--- config.mk ---
export PLATFORM = sky130hd
export DESIGN_NAME = bctm_ctrl
export DESIGN_NICKNAME = d
export VERILOG_FILES = /design/src/sv/block_cache_tag_manager_core_macros.svh /design/src/sv/bctm_pkg.sv /design/src/sv/bctm_ctrl.sv
export SDC_FILE = /design/constraint.sdc
export NUM_CORES = 1
export LEC_CHECK = 0
export ABC_CLOCK_PERIOD_IN_PS = 1300
export BUFFER_PORTS_ARGS = -buffer_cell sky130_fd_sc_hd__buf_2
export CAP_MARGIN = 15
export CORE_AREA = 2 2 39 41
export DETAILED_ROUTE_END_ITERATION = 10
export DIE_AREA = 0 0 41 43
export PLACE_DENSITY = 0.42
export SKIP_LAST_GASP = 1
export SLEW_MARGIN = 20
export SYNTH_ARGS = -nofsm -noshare
export SYNTH_HDL_FRONTEND = slang
export SYNTH_SLANG_ARGS = --single-unit
--- constraint.sdc ---
create_clock -name clk -period 1.3 [get_ports clk]
set_input_delay 0.13 -clock clk [delete_from_list [all_inputs] [get_ports clk]]
set_output_delay 0.13 -clock clk [all_outputs]
set_load 0.03 [all_outputs]
--- src/sv/block_cache_tag_manager_core_macros.svh ---
// assertion macros shared by the block cache tag manager rtl
`ifndef BLOCK_CACHE_TAG_MANAGER_CORE_MACROS_SVH
`define BLOCK_CACHE_TAG_MANAGER_CORE_MACROS_SVH

// consequent must hold in the same cycle as the antecedent
`define BCTM_ASSERT_NOW(label, clk, rst_n, ante, cons) \
	label: assert property (@(posedge clk) disable iff (!rst_n) (ante) |-> (cons)) \
		else $error("bctm check failed");

// consequent must hold in the cycle after the antecedent
`define BCTM_ASSERT_NEXT(label, clk, rst_n, ante, cons) \
	label: assert property (@(posedge clk) disable iff (!rst_n) (ante) |=> (cons)) \
		else $error("bctm check failed");

`endif

--- src/sv/bctm_pkg.sv ---
// shared types, widths and codes of the block cache tag manager
`timescale 1ns / 1ps
`default_nettype none

package bctm_pkg;

	// default sizing of the tag store
	localparam int ENTRIES_DEF  = 512;
	localparam int TAG_BITS_DEF = 48;

	// field widths of the request, response and configuration transactions
	localparam int BLOCK_W     = 48;
	localparam int SLOT_W      = 9;
	localparam int FIRST_LBA_W = 60;
	localparam int XFER_W      = 13;
	localparam int LPB_W       = 13;
	localparam int TOTAL_W     = 48;
	localparam int CFG_IDX_W   = 2;
	localparam int CFG_DATA_W  = 48;

	// configuration register indexes
	localparam logic [CFG_IDX_W-1:0] CFG_LBAS_PER_BLOCK = 2'd0;
	localparam logic [CFG_IDX_W-1:0] CFG_LBA_TOTAL      = 2'd1;

	// configuration reset values
	localparam logic [LPB_W-1:0]   LPB_RESET   = 13'd8;
	localparam logic [TOTAL_W-1:0] TOTAL_RESET = 48'd0;

	// multi-cycle start address product: 13 bits times 16-bit slices
	localparam int MUL_CHUNK = 16;
	localparam int MUL_STEPS = BLOCK_W / MUL_CHUNK;
	localparam int MUL_CNT_W = 2;
	localparam int PP_W      = LPB_W + MUL_CHUNK;
	localparam int START_W   = LPB_W + BLOCK_W;
	localparam int DIFF_W    = START_W + 1;

	// controller states
	typedef enum logic [2:0] {
		ST_IDLE,
		ST_SCAN,
		ST_MUL,
		ST_DIFF,
		ST_DONE
	} bctm_state_t;

	// commands from the controller to the datapath
	typedef struct packed {
		logic start;
		logic scan;
		logic commit;
		logic mul;
		logic diff;
		logic load;
	} bctm_cmd_t;

	// status from the datapath to the controller
	typedef struct packed {
		logic scan_done;
		logic mul_done;
		logic out_free;
	} bctm_sts_t;

endpackage

`default_nettype wire

--- src/sv/bctm_ctrl.sv ---
// controller state machine sequencing scan, product, clamp and result load
`timescale 1ns / 1ps
`default_nettype none

module bctm_ctrl import bctm_pkg::*; (
	input  logic      clk,
	input  logic      arst_n,
	input  logic      req_valid,
	output logic      req_ready,
	input  bctm_sts_t sts,
	output bctm_cmd_t cmd
);

	bctm_state_t state_q;
	bctm_state_t state_next;

	// state register
	always_ff @(posedge clk or negedge arst_n) begin
		if (!arst_n) begin
			state_q <= ST_IDLE;
		end else begin
			state_q <= state_next;
		end
	end

	// next state
	always_comb begin
		state_next = state_q;
		unique case (state_q)
			ST_IDLE: begin
				if (req_valid) state_next = ST_SCAN;
			end
			ST_SCAN: begin
				if (sts.scan_done) state_next = ST_MUL;
			end
			ST_MUL: begin
				if (sts.mul_done) state_next = ST_DIFF;
			end
			ST_DIFF: begin
				state_next = ST_DONE;
			end
			ST_DONE: begin
				if (sts.out_free) state_next = ST_IDLE;
			end
			default: begin
				state_next = ST_IDLE;
			end
		endcase
	end

	// command outputs
	always_comb begin
		cmd       = '0;
		req_ready = 1'b0;
		unique case (state_q)
			ST_IDLE: begin
				req_ready = 1'b1;
				cmd.start = req_valid;
			end
			ST_SCAN: begin
				cmd.scan   = 1'b1;
				cmd.commit = sts.scan_done;
			end
			ST_MUL: begin
				cmd.mul = 1'b1;
			end
			ST_DIFF: begin
				cmd.diff = 1'b1;
			end
			ST_DONE: begin
				cmd.load = sts.out_free;
			end
			default: begin
				cmd = '0;
			end
		endcase
	end

endmodule

`default_nettype wire

==> impl_metrics.prom <==
# TYPE chip_impl_metric gauge
chip_impl_metric{name="combined_area_of_all_synthesized_cells",unit="um2"} 241
chip_impl_metric{name="setup_total_negative_slack",unit="ns"} -0.0280
chip_impl_metric{name="drt_iter0_drc",unit=""} 2
chip_impl_metric{name="r2r_cells",unit=""} 4
chip_impl_metric{name="hold_viol",unit=""} 0
chip_impl_info{name="min_path_type",value="primary input to flip-flop"} 1
chip_impl_metric{name="global_route.usage.met1",unit=""} 0.117
chip_impl_info{name="min-delay-start",value="sts[0]"} 1
chip_impl_info{name="critical_path.reg2reg.startpoint",value="state_q[1]"} 1
chip_impl_metric{name="antenna_violations_before_repair",unit=""} 0
chip_impl_metric{name="clk_pin_slew",unit="ns"} 0.04
chip_impl_metric{name="design_power_total",unit="mW"} 1.04
chip_impl_metric{name="synth_area_in_compound_gates",unit=""} 0.104
chip_impl_metric{name="worst-slew-pin-transition",unit="ns"} 0.214
chip_impl_metric{name="setup_viol",unit=""} 2
chip_impl_info{name="dominant_combinational_cell_family_by_area_after_synthesis",value="simple AND/OR/NAND/NOR gates"} 1
chip_impl_metric{name="ys_async_sr_fraction",unit=""} 1.00
chip_impl_metric{name="yosysSeqAreaShare",unit=""} 0.311
chip_impl_metric{name="finalCritPeriodShare",unit=""} 1.02
chip_impl_metric{name="synthCells",unit=""} 25
chip_impl_info{name="ys_top_cells_by_area",value="dfrtp_1, buf_6, nor3_2"} 1
chip_impl_metric{name="grt_start_max_net_pins",unit=""} 11
chip_impl_info{name="whs_endpoint",value="state_q[2]"} 1
chip_impl_info{name="failed_checks",value="setup timing"} 1
chip_impl_metric{name="number_of_nets_produced_by_synthesis",unit=""} 31
chip_impl_metric{name="postRouteAntennaNets",unit=""} 0
chip_impl_metric{name="period_minus_slack",unit="ns"} 1.33
chip_impl_metric{name="number_of_enable_flip_flop_cells_after_synthesis",unit=""} 0
chip_impl_metric{name="first_pass_grt_wire_length",unit="um"} 993
chip_impl_metric{name="row_count",unit=""} 14
chip_impl_metric{name="dp.final_hpwl",unit="um"} 409
chip_impl_info{name="worstReg2RegEnd",value="state_q[1]"} 1
chip_impl_metric{name="fin_ws",unit="ns"} -0.0261
chip_impl_metric{name="die_x",unit="um"} 41
chip_impl_metric{name="synth_simple_gate_area_frac",unit=""} 0.430
chip_impl_metric{name="globalplace.congestion",unit=""} 0.642
chip_impl_metric{name="post_synth_fa_ha_maj_area_fraction",unit=""} 0
chip_impl_metric{name="grt_pass1_vias",unit=""} 233
chip_impl_metric{name="post_layout_nets",unit=""} 49
chip_impl_metric{name="share_of_post_route_cells_with_drive_strength_above_1",unit=""} 0.667
chip_impl_metric{name="clock.fmax",unit="MHz"} 754
chip_impl_metric{name="grt_use_total",unit=""} 0.0886
chip_impl_metric{name="worst-r2r-setup-slack",unit="ns"} 0.19
chip_impl_metric{name="tritoncts.num_buffers",unit=""} 3
chip_impl_metric{name="diodes_inserted",unit=""} 0
chip_impl_metric{name="highest_ir_drop_seen_on_vdd",unit="V"} 0.000616
chip_impl_metric{name="routed-via-count",unit=""} 234
chip_impl_metric{name="number_of_flip_flops_under_the_largest_register_name",unit=""} 3
chip_impl_metric{name="drt_drc_violations_left",unit=""} 0
chip_impl_metric{name="share_of_yosys_cell_area_claimed_by_the_top_area_cell_type",unit=""} 0.311
chip_impl_metric{name="clock_tree_buffer_depth",unit=""} 2
chip_impl_info{name="synth_largest_area_cell",value="dfrtp_1"} 1
chip_impl_info{name="tritoncts",value="done"} 1
chip_impl_info{name="grt_setup_unrepaired",value="true"} 1
chip_impl_metric{name="floorplan.initialDensity",unit=""} 0.175
chip_impl_metric{name="pin_count",unit=""} 13
chip_impl_metric{name="totalWireLength",unit="um"} 616
chip_impl_info{name="outcome",value="finished, violations left"} 1
chip_impl_info{name="critical_path.endpoint_type",value="output port"} 1
chip_impl_metric{name="firstDrtPassIters",unit=""} 2
chip_impl_metric{name="syn_to_final_growth",unit="%"} 61.1
chip_impl_metric{name="cts.sink_count",unit=""} 3
chip_impl_metric{name="crit_arrival",unit="ns"} 1.20
chip_impl_info{name="clk_root_buffer_cell",value="clkbuf_4"} 1
chip_impl_info{name="critical_path_class",value="flip-flop to output port"} 1
chip_impl_metric{name="yosys-mux-area-fraction",unit=""} 0
chip_impl_metric{name="synth_area_per_cell",unit="um2"} 9.66
chip_impl_info{name="reg.largest.list",value="state_q: 3 flops"} 1
chip_impl_metric{name="total_leakage_power",unit="nW"} 0.188
chip_impl_info{name="regMostFlops",value="state_q"} 1
chip_impl_metric{name="core_area",unit="um2"} 1380
chip_impl_info{name="startpoint_type",value="flip-flop"} 1
chip_impl_info{name="top_usage_layer",value="met1"} 1
chip_impl_metric{name="worst_slew_margin_rel",unit=""} 0.855
chip_impl_metric{name="detail_route.wl_per_cell",unit="um"} 10.6
chip_impl_metric{name="drv_cap",unit=""} 0
chip_impl_metric{name="synth.distinct_cells",unit=""} 18
chip_impl_metric{name="htreeDepth",unit=""} 1
chip_impl_metric{name="grt.overflow.total",unit=""} 0
chip_impl_metric{name="fp.dieArea",unit="um2"} 1760
chip_impl_metric{name="synth_seq_cells",unit=""} 3
chip_impl_metric{name="fin_skew",unit="ns"} 0.00563
chip_impl_metric{name="drt-vias-per-instance",unit=""} 4.03
chip_impl_metric{name="port_buffers",unit=""} 12
chip_impl_metric{name="whs_path_depth",unit=""} 2
chip_impl_info{name="ys.flop_type",value="dfrtp_1"} 1
chip_impl_metric{name="die-height",unit="um"} 43
chip_impl_info{name="final_common_cell",value="buf_4"} 1
chip_impl_metric{name="worst-path-max-fanout",unit=""} 7
chip_impl_metric{name="power_density",unit="nW/um2"} 2670
chip_impl_metric{name="synth_xor_area_frac",unit=""} 0
chip_impl_metric{name="worst_ep_required_time",unit="ns"} 1.17
chip_impl_metric{name="maxSlewViolCount",unit=""} 0
chip_impl_metric{name="fin_hold_ws",unit="ns"} 0.0978
chip_impl_metric{name="gr-usage-met2",unit=""} 0.113
chip_impl_metric{name="ys_warns",unit=""} 0
chip_impl_metric{name="clk_latency",unit="ns"} 0.24
chip_impl_metric{name="grtUsageMet3",unit=""} 0.0366
chip_impl_info{name="mostFrequentLayoutCells",value="buf_4, buf_2, clkbuf_4, dfrtp_2"} 1
[per-stage QoR]
step	instance area, um2	setup slack (ns)	instances	util
2_1_floorplan	260	-0.0268	25	-
3_3_place_gp	303	0.125	49	0.219
3_5_place_dp	303	0.0955	49	0.219
4_1_cts	379	-0.0331	57	0.274
5_1_grt	389	-0.0853	58	0.281
6_report	389	-0.0261	58	0.281
[where the power goes]
group          internal [mW]  switching (mW)  leakage [nW]
combinational          0.297           0.327         0.138
clock                  0.115          0.0514        0.0150
sequential             0.144           0.106        0.0345
total                  0.556           0.484         0.188
[cell usage after synthesis (2+ instances only)]
| cell | count |
|---|---|
| nor3_2 | 2 |
| buf_4 | 2 |
| nand2b_1 | 2 |
| dfrtp_1 | 3 |
| buf_6 | 2 |
| nor2_1 | 2 |
[how the worst max path moves through the flow]
stage | startpoint | slack (ns) | cells past startpoint | end
final | state_q[1] | -0.03 | 2 | cmd[3]
after floorplan | state_q[1] | -0.03 | 2 | cmd[3]
after CTS | state_q[1] | -0.03 | 3 | cmd[5]
after global placement | state_q[1] | 0.12 | 3 | cmd[5]
after detailed placement | state_q[1] | 0.1 | 3 | cmd[5]
after global routing | state_q[1] | -0.09 | 2 | cmd[3]
[worst max-delay path, stage by stage (launching register included)]
cell and delay (ns):
dfrtp_2 0.46, nor4bb_2 0.30, buf_4 0.20
[what timing repair did]
item	4_1_cts	5_1_grt
setup buffers	3	1
pin swaps	1	1
gates resized for setup	8	2
endpoints found under the setup margin	7	5
hold buffers	1	0
endpoints found under the hold margin	3	0
[layout make-up]
cell class | instances | area, um2
fill | 161 | 995
tap | 16 | 20.0
timing repair buffer | 17 | 116
multi-input combinational | 18 | 148
clock buffer | 4 | 26.3
sequential | 3 | 78.8
[metal layers]
metal  routed length [um]  vias up
li1                     -      117
met5                    0        -
met4                    0        0
met2                  301       12
met1                  270      105
met3                   44        0
[logic make-up after synthesis]
kind of cell / count (synthesis)
AND/OR/NAND/NOR: 15
buffers and inverters: 4
flip-flops: 3
AO/OA/AOI/OAI: 3
No activity file was read; power rests on OpenSTA's default activity.
